### src/rtl/uart_8n1_tick_transceiver_assert.svh
// assertion macros shared by the uart transceiver rtl
// expects the including module to supply the clock and reset names as arguments
`ifndef UART_8N1_TICK_TRANSCEIVER_ASSERT_SVH
`define UART_8N1_TICK_TRANSCEIVER_ASSERT_SVH

// same-cycle implication, checked out of reset
`define UTT_ASSERT_IMP(lbl, clk, rst_n, ante, cons, msg) \
    lbl: assert property (@(posedge clk) disable iff (!rst_n) (ante) |-> (cons)) \
        else $error(msg);

// next-cycle implication, checked out of reset
`define UTT_ASSERT_NXT(lbl, clk, rst_n, ante, cons, msg) \
    lbl: assert property (@(posedge clk) disable iff (!rst_n) (ante) |=> (cons)) \
        else $error(msg);

`endif

### src/rtl/utt_pkg.sv
// shared types for the tick-driven 8n1 uart transceiver
// no dependencies
`default_nettype none

package utt_pkg;

    typedef enum logic [2:0] {
        REQ_RX_EDGE   = 3'd0,
        REQ_RX_SAMPLE = 3'd1,
        REQ_TX_TICK   = 3'd2,
        REQ_TX_LOAD   = 3'd3,
        REQ_READ      = 3'd4
    } req_t;

    localparam logic [3:0] STEP_START = 4'd1;
    localparam logic [3:0] STEP_DATA0 = 4'd2;
    localparam logic [3:0] STEP_DATA7 = 4'd9;
    localparam logic [3:0] STEP_STOP  = 4'd10;

    typedef struct packed {
        logic       busy;
        logic       ready;
        logic [7:0] data;
        logic       overrun;
    } rx_status_t;

    typedef struct packed {
        logic line;
        logic busy;
        logic load_accepted;
    } tx_status_t;

endpackage

`default_nettype wire

### src/rtl/utt_req_if.sv
// input channel of the uart transceiver: one event word per handshake
// no dependencies
`default_nettype none

interface utt_req_if;
    logic       valid;
    logic       ready;
    logic [2:0] req_type;
    logic       rx_level;
    logic [7:0] tx_byte;

    modport source (output valid, output req_type, output rx_level, output tx_byte,
                    input ready);
    modport sink   (input valid, input req_type, input rx_level, input tx_byte,
                    output ready);
endinterface

`default_nettype wire

### src/rtl/utt_rsp_if.sv
// result channel of the uart transceiver: one status word per handshake
// no dependencies
`default_nettype none

interface utt_rsp_if;
    logic       valid;
    logic       ready;
    logic       tx_line;
    logic       tx_busy;
    logic       rx_busy;
    logic       rx_ready;
    logic [7:0] rx_data;
    logic       overrun;
    logic       load_accepted;

    modport source (output valid, output tx_line, output tx_busy, output rx_busy,
                    output rx_ready, output rx_data, output overrun,
                    output load_accepted, input ready);
    modport sink   (input valid, input tx_line, input tx_busy, input rx_busy,
                    input rx_ready, input rx_data, input overrun,
                    input load_accepted, output ready);
endinterface

`default_nettype wire

### src/rtl/utt_rx.sv
// receiver state of the uart transceiver, advanced once per event word
// depends on utt_pkg
`default_nettype none

module utt_rx
    import utt_pkg::*;
(
    input  wire logic       clk,
    input  wire logic       rst_n,
    input  wire logic       en,
    input  wire req_t       req,
    input  wire logic       level,
    output rx_status_t      status
);

    logic       active_reg, active_next;
    logic [3:0] step_reg, step_next;
    logic [7:0] shift_reg, shift_next;
    logic [7:0] hold_reg, hold_next;
    logic       full_reg, full_next;
    logic       ovr_reg, ovr_next;
    logic [3:0] step_inc;
    logic [2:0] bit_idx;

    assign step_inc = step_reg + 4'd1;
    assign bit_idx  = 3'(step_inc - STEP_DATA0);

    always_comb
    begin
        active_next = active_reg;
        step_next   = step_reg;
        shift_next  = shift_reg;
        hold_next   = hold_reg;
        full_next   = full_reg;
        ovr_next    = ovr_reg;
        case (req)
            REQ_RX_EDGE:
            begin
                if (!active_reg)
                begin
                    active_next = 1'b1;
                    step_next   = 4'd0;
                end
            end
            REQ_RX_SAMPLE:
            begin
                if (active_reg)
                begin
                    step_next = step_inc;
                    if (step_inc == STEP_START)
                    begin
                        shift_next = 8'd0;
                        if (level)
                        begin
                            active_next = 1'b0;
                        end
                        else
                        begin
                            // previous byte never read
                            if (full_reg)
                            begin
                                ovr_next = 1'b1;
                            end
                            full_next = 1'b0;
                        end
                    end
                    else if (step_inc inside {[STEP_DATA0:STEP_DATA7]})
                    begin
                        if (level)
                        begin
                            shift_next[bit_idx] = 1'b1;
                        end
                    end
                    else
                    begin
                        if (step_inc == STEP_STOP)
                        begin
                            full_next = 1'b1;
                            hold_next = shift_reg;
                        end
                        active_next = 1'b0;
                    end
                end
            end
            REQ_READ:
            begin
                full_next = 1'b0;
                ovr_next  = 1'b0;
            end
            default:
            begin
            end
        endcase
    end

    // a read reports the flags as they were before clearing
    always_comb
    begin
        status.busy = active_next;
        status.data = hold_next;
        if (req == REQ_READ)
        begin
            status.ready   = full_reg;
            status.overrun = ovr_reg;
        end
        else
        begin
            status.ready   = full_next;
            status.overrun = ovr_next;
        end
    end

    always_ff @(posedge clk or negedge rst_n)
    begin
        if (!rst_n)
        begin
            active_reg <= 1'b0;
            step_reg   <= 4'd0;
            shift_reg  <= 8'd0;
            hold_reg   <= 8'd0;
            full_reg   <= 1'b0;
            ovr_reg    <= 1'b0;
        end
        else if (en)
        begin
            active_reg <= active_next;
            step_reg   <= step_next;
            shift_reg  <= shift_next;
            hold_reg   <= hold_next;
            full_reg   <= full_next;
            ovr_reg    <= ovr_next;
        end
    end

endmodule

`default_nettype wire

### src/rtl/utt_tx.sv
// transmitter state of the uart transceiver, advanced once per event word
// depends on utt_pkg and the assertion macro header
`default_nettype none

`include "uart_8n1_tick_transceiver_assert.svh"

module utt_tx
    import utt_pkg::*;
(
    input  wire logic       clk,
    input  wire logic       rst_n,
    input  wire logic       en,
    input  wire req_t       req,
    input  wire logic [7:0] tx_byte,
    output tx_status_t      status
);

    logic       active_reg, active_next;
    logic [3:0] step_reg, step_next;
    logic [7:0] shift_reg, shift_next;
    logic       line_reg, line_next;
    logic       accepted;
    logic [3:0] step_inc;
    logic [2:0] bit_idx;

    assign step_inc = step_reg + 4'd1;
    assign bit_idx  = 3'(step_inc - STEP_DATA0);

    always_comb
    begin
        active_next = active_reg;
        step_next   = step_reg;
        shift_next  = shift_reg;
        line_next   = line_reg;
        accepted    = 1'b0;
        case (req)
            REQ_TX_TICK:
            begin
                if (active_reg)
                begin
                    step_next = step_inc;
                    if (step_inc == STEP_START)
                    begin
                        line_next = 1'b0;
                    end
                    else if (step_inc inside {[STEP_DATA0:STEP_DATA7]})
                    begin
                        line_next = shift_reg[bit_idx];
                    end
                    else if (step_inc == STEP_STOP)
                    begin
                        line_next = 1'b1;
                    end
                    else
                    begin
                        // idle one tick after the stop bit
                        active_next = 1'b0;
                    end
                end
            end
            REQ_TX_LOAD:
            begin
                if (!active_reg)
                begin
                    shift_next  = tx_byte;
                    step_next   = 4'd0;
                    active_next = 1'b1;
                    accepted    = 1'b1;
                end
            end
            default:
            begin
            end
        endcase
    end

    always_comb
    begin
        status.line          = line_next;
        status.busy          = active_next;
        status.load_accepted = accepted;
    end

    always_ff @(posedge clk or negedge rst_n)
    begin
        if (!rst_n)
        begin
            active_reg <= 1'b0;
            step_reg   <= 4'd0;
            shift_reg  <= 8'd0;
            line_reg   <= 1'b1;
        end
        else if (en)
        begin
            active_reg <= active_next;
            step_reg   <= step_next;
            shift_reg  <= shift_next;
            line_reg   <= line_next;
        end
    end

    `UTT_ASSERT_IMP(a_idle_line_high, clk, rst_n, !active_reg, line_reg, "tx idle with line low")
    `UTT_ASSERT_IMP(a_step_in_frame, clk, rst_n, active_reg, step_reg <= STEP_STOP, "tx step past frame")
    `UTT_ASSERT_NXT(a_load_starts, clk, rst_n, en && accepted, active_reg && step_reg == 4'd0, "tx load lost")

endmodule

`default_nettype wire

### src/rtl/uart_8n1_tick_transceiver.sv
// an event word waits in the input register until the result register is free
// or drained; throughput: one event word per cycle while the result is not stalled;
// the receiver and transmitter state update between the input and result registers
// reset: rst_n clears all control state, the transmit line resets high
// depends on utt_pkg, utt_req_if, utt_rsp_if, utt_rx, utt_tx and the assertion header
`default_nettype none

`include "uart_8n1_tick_transceiver_assert.svh"

module uart_8n1_tick_transceiver
    import utt_pkg::*;
(
    input  wire logic  clk,
    input  wire logic  rst_n,
    utt_req_if.sink    req_ch,
    utt_rsp_if.source  rsp_ch
);

    logic       in_valid_reg;
    logic [2:0] req_type_reg;
    logic       rx_level_reg;
    logic [7:0] tx_byte_reg;
    logic       out_valid_reg, out_valid_next;
    logic       adv;
    req_t       req;
    rx_status_t rx_stat, rx_stat_reg;
    tx_status_t tx_stat, tx_stat_reg;

    // advance when the result register is free or being drained
    assign adv          = in_valid_reg && (!out_valid_reg || rsp_ch.ready);
    assign req_ch.ready = !in_valid_reg || adv;
    assign req          = req_t'(req_type_reg);

    utt_rx u_rx (
        .clk    (clk),
        .rst_n  (rst_n),
        .en     (adv),
        .req    (req),
        .level  (rx_level_reg),
        .status (rx_stat)
    );

    utt_tx u_tx (
        .clk     (clk),
        .rst_n   (rst_n),
        .en      (adv),
        .req     (req),
        .tx_byte (tx_byte_reg),
        .status  (tx_stat)
    );

    always_comb
    begin
        if (adv)
        begin
            out_valid_next = 1'b1;
        end
        else if (rsp_ch.ready)
        begin
            out_valid_next = 1'b0;
        end
        else
        begin
            out_valid_next = out_valid_reg;
        end
    end

    always_ff @(posedge clk or negedge rst_n)
    begin
        if (!rst_n)
        begin
            in_valid_reg  <= 1'b0;
            out_valid_reg <= 1'b0;
        end
        else
        begin
            if (req_ch.ready)
            begin
                in_valid_reg <= req_ch.valid;
            end
            out_valid_reg <= out_valid_next;
        end
    end

    always_ff @(posedge clk)
    begin
        if (req_ch.valid && req_ch.ready)
        begin
            req_type_reg <= req_ch.req_type;
            rx_level_reg <= req_ch.rx_level;
            tx_byte_reg  <= req_ch.tx_byte;
        end
        if (adv)
        begin
            rx_stat_reg <= rx_stat;
            tx_stat_reg <= tx_stat;
        end
    end

    assign rsp_ch.valid         = out_valid_reg;
    assign rsp_ch.tx_line       = tx_stat_reg.line;
    assign rsp_ch.tx_busy       = tx_stat_reg.busy;
    assign rsp_ch.load_accepted = tx_stat_reg.load_accepted;
    assign rsp_ch.rx_busy       = rx_stat_reg.busy;
    assign rsp_ch.rx_ready      = rx_stat_reg.ready;
    assign rsp_ch.rx_data       = rx_stat_reg.data;
    assign rsp_ch.overrun       = rx_stat_reg.overrun;

    `UTT_ASSERT_IMP(a_stall_only_full, clk, rst_n, !req_ch.ready, in_valid_reg && out_valid_reg && !rsp_ch.ready, "input stalled with room")
    `UTT_ASSERT_NXT(a_adv_gives_word, clk, rst_n, adv, out_valid_reg, "advanced word not presented")
    `UTT_ASSERT_IMP(a_load_busy, clk, rst_n, out_valid_reg && tx_stat_reg.load_accepted, tx_stat_reg.busy, "accepted load without busy")

endmodule

`default_nettype wire

### src/flat_wrapper.sv
// flat-port wrapper written by rule: the top's interface ports become plain ports
module uart_8n1_tick_transceiver_flat import utt_pkg::*;
  (clk, rst_n, req_ch_valid, req_ch_req_type, req_ch_rx_level, req_ch_tx_byte, req_ch_ready, rsp_ch_valid, rsp_ch_tx_line, rsp_ch_tx_busy, rsp_ch_rx_busy, rsp_ch_rx_ready, rsp_ch_rx_data, rsp_ch_overrun, rsp_ch_load_accepted, rsp_ch_ready);
  utt_req_if req_ch_i ();
  utt_rsp_if rsp_ch_i ();
  input  wire logic clk;
  input  wire logic rst_n;
  input wire logic [$bits(req_ch_i.valid)-1:0] req_ch_valid;
  input wire logic [$bits(req_ch_i.req_type)-1:0] req_ch_req_type;
  input wire logic [$bits(req_ch_i.rx_level)-1:0] req_ch_rx_level;
  input wire logic [$bits(req_ch_i.tx_byte)-1:0] req_ch_tx_byte;
  output wire logic [$bits(req_ch_i.ready)-1:0] req_ch_ready;
  output wire logic [$bits(rsp_ch_i.valid)-1:0] rsp_ch_valid;
  output wire logic [$bits(rsp_ch_i.tx_line)-1:0] rsp_ch_tx_line;
  output wire logic [$bits(rsp_ch_i.tx_busy)-1:0] rsp_ch_tx_busy;
  output wire logic [$bits(rsp_ch_i.rx_busy)-1:0] rsp_ch_rx_busy;
  output wire logic [$bits(rsp_ch_i.rx_ready)-1:0] rsp_ch_rx_ready;
  output wire logic [$bits(rsp_ch_i.rx_data)-1:0] rsp_ch_rx_data;
  output wire logic [$bits(rsp_ch_i.overrun)-1:0] rsp_ch_overrun;
  output wire logic [$bits(rsp_ch_i.load_accepted)-1:0] rsp_ch_load_accepted;
  input wire logic [$bits(rsp_ch_i.ready)-1:0] rsp_ch_ready;
  assign req_ch_i.valid = req_ch_valid;
  assign req_ch_i.req_type = req_ch_req_type;
  assign req_ch_i.rx_level = req_ch_rx_level;
  assign req_ch_i.tx_byte = req_ch_tx_byte;
  assign req_ch_ready = req_ch_i.ready;
  assign rsp_ch_valid = rsp_ch_i.valid;
  assign rsp_ch_tx_line = rsp_ch_i.tx_line;
  assign rsp_ch_tx_busy = rsp_ch_i.tx_busy;
  assign rsp_ch_rx_busy = rsp_ch_i.rx_busy;
  assign rsp_ch_rx_ready = rsp_ch_i.rx_ready;
  assign rsp_ch_rx_data = rsp_ch_i.rx_data;
  assign rsp_ch_overrun = rsp_ch_i.overrun;
  assign rsp_ch_load_accepted = rsp_ch_i.load_accepted;
  assign rsp_ch_i.ready = rsp_ch_ready;
  uart_8n1_tick_transceiver u_core (.clk(clk), .rst_n(rst_n), .req_ch(req_ch_i), .rsp_ch(rsp_ch_i));
endmodule
### config.mk
export PLATFORM = sky130hd
export DESIGN_NAME = uart_8n1_tick_transceiver_flat
export DESIGN_NICKNAME = d
export VERILOG_FILES = /design/src/rtl/utt_pkg.sv /design/src/rtl/utt_req_if.sv /design/src/rtl/utt_rsp_if.sv /design/src/rtl/utt_rx.sv /design/src/rtl/utt_tx.sv /design/src/rtl/uart_8n1_tick_transceiver.sv /design/src/flat_wrapper.sv
export VERILOG_INCLUDE_DIRS = /design/src /design/src/rtl
export SDC_FILE = /design/constraint.sdc
export NUM_CORES = 1
export LEC_CHECK = 0
export ABC_AREA = 1
export BUFFER_PORTS_ARGS = -buffer_cell sky130_fd_sc_hd__buf_4
export CAP_MARGIN = 20
export CORE_MARGIN = 4
export CORE_UTILIZATION = 34
export CTS_CLUSTER_SIZE = 30
export DETAILED_ROUTE_END_ITERATION = 10
export PLACE_DENSITY = 0.6
export RECOVER_POWER = 25
export SYNTH_ARGS = -nofsm -noshare
export SYNTH_HDL_FRONTEND = slang
export SYNTH_SLANG_ARGS = --single-unit
### constraint.sdc
create_clock -name clk -period 2.2 [get_ports clk]
set_clock_uncertainty 0.05 [all_clocks]
set_input_delay 0.22 -clock clk [delete_from_list [all_inputs] [get_ports clk]]
set_output_delay 0.22 -clock clk [all_outputs]
set_load 0.02 [all_outputs]
After elaboration in Yosys (flattened, before gate mapping)
Cells that the tools add are included.

storage, ports and cells
  bits in registers = 65
  bits in latches = 0
  bits in writable memories = 0
  bits in read-only memories = 0
  bits of input ports = 16
  output and inout port bits = 16
  logic and storage cells = 115
  memories kept = 0

operators by class
  add/subtract/negate cells = 4
  multipliers = 0
  div/mod/pow operators = 0
  order comparisons = 7
  eq/ne operators = 12
  shifts and indexed selects = 0
  multiplexer cells = 49
  bitwise gates (word level) = 2
  reduce and logical (&&, ||, !) cells = 19

operators by type and width
  operator                                                                             number
  8-bit 2-to-1 mux                                                                     8
  1-bit 2-to-1 mux                                                                     29
  4-bit 2-to-1 mux                                                                     4
  4-bit case mux with 2 select lines                                                   2
  2-bit nonzero test                                                                   5
  4-bit by 1-bit adder with 4-bit output, second input constant                        2
  4-bit by 1-bit equality test with 1-bit output, second input constant                2
  4-bit equality test, second input constant                                           2
  4-bit by 2-bit greater-or-equal comparator with 1-bit output, second input constant  2
  4-bit <= comparator, second input constant                                           2
  3-bit by 4-bit less-than comparator with 1-bit output, second input constant         2
  2-bit != test, second input constant                                                 4
  8-bit bitwise OR                                                                     1
  1-bit case mux with 2 select lines                                                   4
  4-bit AND reduction                                                                  2
  3-bit by 2-bit equality test with 1-bit output, second input constant                2
  3-bit by 2-bit subtractor with 3-bit output, second input constant                   2
  1-bit logical AND                                                                    5
  5-bit AND reduction                                                                  1
  1-bit binary-select mux with 3-bit select                                            1
  1-bit demux with 3-bit select                                                        1
  3-bit by 1-bit equality test with 1-bit output, second input constant                1
  3-bit equality test, second input constant                                           1
  3-bit by 1-bit greater-or-equal comparator with 1-bit output, second input constant  1
  5 further kinds                                                                      7

Depth between registers and ports, before layout
  depth in word-level cells = 10
  mapped depth = 12

By module
From an unflattened synthesis, not the netlist that was laid out.

second synthesis, totals
  cells, all modules = 378
  area, all modules = 3,306.9 um2

modules (own cells, without submodules)
  module                     times used  cells each  area an instance (um2)  seq. area each (um2)
  utt_rx                     1           204         1,485.2                 575.6
  utt_tx                     1           136         945.9                   351.6
  uart_8n1_tick_transceiver  1           38          875.8                   830.8

Worst setup path before layout
No wires, ideal clock.

  path kind = register to register
  start point = register u_core.u_rx.step_reg[0]
  end point = register u_core.rx_stat_reg, in the netlist u_core.rsp_ch.rx_data[0] (data pin)
  setup time = 255 ps
  arrival = 1,752 ps
  slack = 144 ps
  stages on the path, launching flop included = 9
  path buffers = 0
  clock period less this slack = 2,056 ps
  cell sequence = dfrtp_1 -> inv_1 -> ha_1 -> or2_2 -> nand2_1 -> nand2_2 -> nor3_4 -> nand2_1 -> and2_1

RTL lines
  what                      line                             RTL
  start: declaration        utt_rx.sv:17                     logic [3:0] step_reg, step_next;
  start signal: assignment  utt_rx.sv:127                    step_reg <= step_next;
  end signal: assignment    uart_8n1_tick_transceiver.sv:95  rx_stat_reg <= rx_stat;
  end: declaration          uart_8n1_tick_transceiver.sv:26  rx_status_t rx_stat, rx_stat_reg;

==> impl_results.md <==
- Max-cap violations: 0
- DR DRC count: 0
- Hold Fails Final Rpt: 0
- Residual overflow from global routing: 0
- # fillers: 918
- I/O Buffers: 31
- Fin. max-slew vios: 0
- Power density over cell area: 1130 mW/mm^2
- Avg Inst Size Synth: 8.67 um^2
- Critical Path Sink Type: flip-flop
- Critical path startpoint category: flip-flop
- Final period utilization: between 90% and 100%
- Number of global-route vias before repair: ~2.3k
- Die H: around 110 um
- Register Area: 0.00176 mm^2
- Top cell type's share of synthesized area: 29.5%
- Gate Count Post-Synth: 372
- Synth area leader: dfrtp_1
- Core ar.: 0.00924 mm^2
- Routed Antenna Nets: 0
- Root Driver: clkbuf_8
- Die area: 0.0111 mm^2
- Area of the multi-input gates: 0.00124 mm^2
- H-tree levels: 3
- Clock Tree Buf Depth: 2
- Status: complete, no violations
- Boundary Pins: 32
- Final setup vio count: 0
- Sequential element share of the synthesized area: 54.5%
- CTS Buf Count: 9
- Number of synthesized register bits: 65
- Clock slew seen by the registers of the worst setup and hold paths: 0.07 ns
- Overall Power: 4.57 mW
- Rows: 35
- Synthesized cell area: roughly 0.0032 mm^2
- Max_slew headroom: 34.0%
- Gr usage total: 11.7%
- Fmax: approximately 470 MHz
- Global-route met1 utilization: 15.8%
- First-pass DRT Iterations: 4
- Worst-Margin Slew: 0.990 ns
- Flop2flop setup slack: 0.09 ns
- Die W: 105 um
- First-pass GRT wire length: 10.5 mm
- Leak: 1.96 nW
- Synth warn: 0
- Layout cells sized above 1: 16.9%
- Crit path time final: 2.11 ns
- Syn Nets: around 400
- Unique masters post-synth: 29
- Drt wl/cell: about 11 um
- Setup_tns: 0 ns
- VDD IR max: slightly above 0.0004 V
- Final wirelength: 6.11 mm
- Largest net degree at the start of global routing: 40
- Final core utilization: between 40 and 50%
- Top post-synthesis cells by area: dfrtp_1 29%, edfxtp_1 24%, nand2_1 13%
- P&R area growth vs syn: 25.1%
- Starting Density: 34.9%
- DP HPWL: between 4 and 5 mm
- First DRT Iteration DRCs: 187
- Antenna cells: 0
- Largest fanout on the critical path: 5
- CTS tree: done
- Min Hold Slack: 0.0454 ns
- Busiest grt layer: met2
- Met2 Use GR: 17.5%
- Crit Path Category: flip-flop to flip-flop
- Via count: around 2.5k
- WP data arrival: between 2 and 2.5 ns
- M3 GR Usage: 3.12%
- Via-to-Cell Ratio: around 4.4
- Initial antenna violation count: 0
- Fin nets: between 400 and 500
- Clk_lat worst skew: 0.34 ns
- Req. time, crit path: 2.26 ns
- HP Class: input port to flip-flop
- Gpl congestion: 0.835
- CTS sink count: 65
-- layer usage --
layer | part of all wire [%] | vias to the layer above | wire [um]
li1 | - | 1326 | -
met1 | 50 | 1142 | 3050
met2 | 43 | 46 | 2650
met3 | 4.6 | 10 | 282
met4 | 2.1 | 0 | 126
met5 | 0 | - | 0
-- layout by cell type, fill, tap and decap left out, drive strengths merged, types with 2 or more instances in the layout --
| master | Yosys | layout |
|---|---|---|
| a21oi | 9 | 9 |
| and2 | 9 | 9 |
| buf | 3 | 29 |
| bufinv | 0 | 2 |
| clkbuf | 1 | 23 |
| clkinv | 1 | 3 |
| clkinvlp | 0 | 2 |
| dfrtp | 38 | 38 |
| dlygate4sd3 | 0 | 13 |
| edfxtp | 26 | 26 |
| ha | 8 | 8 |
| inv | 56 | 56 |
| nand2 | 120 | 120 |
| nand3 | 30 | 30 |
| nand3b | 8 | 8 |
| nand4 | 5 | 5 |
| nor2 | 17 | 17 |
| nor3 | 8 | 8 |
| o21ai | 22 | 22 |
| o22ai | 6 | 6 |
-- critical path, stage by stage (launching register included) --
cell,delay [ns]
dfrtp_1,0.42
inv_1,0.10
ha_1,0.22
or2_2,0.31
nand2_2,0.09
nand2_2,0.08
nor3_4,0.24
buf_4,0.16
nand2_1,0.07
and2_1,0.13
-- cells by family after synthesis --
logic type                 after synthesis  synth area share [%]
adders and majority gates                8                  3.10
AOI/OAI and AO/OA                       40                  6.67
and+or+nand+nor                        198                  28.5
buffers and inverters                   61                  7.21
DFF                                     65                  54.5
-- path summary, 6_finish.rpt --
kind                                          start                       end  depth (start not counted)
max in group asynchronous                     rst_n   u_core.u_rx.step_reg[1]                          2
max reg2reg                 u_core.u_rx.step_reg[1]  u_core.rsp_ch.rx_data[6]                          9
min                                    req_ch_valid       u_core.in_valid_reg                          3
max                         u_core.u_rx.step_reg[1]  u_core.rsp_ch.rx_data[6]                          9
min in group asynchronous                     rst_n  u_core.u_rx.shift_reg[6]                          2
min reg2reg                u_core.u_rx.shift_reg[7]  u_core.u_rx.shift_reg[7]                          2
-- layout make-up --
| class | instances | area share [%] |
|---|---|---|
| clock buffers | 10 | 3.16 |
| clock inverters | 6 | 2.29 |
| inverters | 57 | 5.30 |
| multi-input cells | 246 | 30.7 |
| flip-flops and latches | 65 | 43.5 |
| well taps | 129 | 4.00 |
| repair buffers | 55 | 11.0 |
-- cells in the mapped netlist --
cell type,instances
o22ai_1,6
clkinv_1,1
o21bai_1,1
inv_1,54
nand3b_1,8
ha_1,8
nand3_2,1
nand2_1,112
nor2_1,15
dfstp_2,1
clkbuf_1,1
or2_2,1
nand2_2,6
dfrtp_1,38
nand2_4,2
o21ai_0,13
buf_2,3
inv_2,2
nand3_1,29
nor2_2,2
o21ai_1,9
o31ai_1,1
nor3_1,6
nor3_4,2
nand4_1,5
a21boi_0,1
a21oi_1,9
edfxtp_1,26
and2_1,9
-- timing repair --
action	CTS	global route
setup buffers	0	5
setup endpoints to repair	0	15
endpoints found under the hold margin	50	0
hold buffers	13	0
resized for setup	0	2
-- power breakdown --
group / leakage (nW) / internal (mW) / switching, mW
combinational: 1.10 / 0.636 / 1.05
sequential: 0.755 / 1.58 / 0.174
clock: 0.103 / 0.642 / 0.478
total: 1.96 / 2.86 / 1.71
-- metrics by stage --
step | setup WS [ns] | cell area [um^2] | cells
floorplan | 0.144 | 3230 | 372
global placement | 0.122 | 3650 | 534
detailed placement | 0.0315 | 3650 | 534
CTS | 0.0295 | 4000 | 563
global route | -0.00221 | 4040 | 568
finish | 0.0876 | 4040 | 568
No activity file was read; power rests on OpenSTA's default activity.
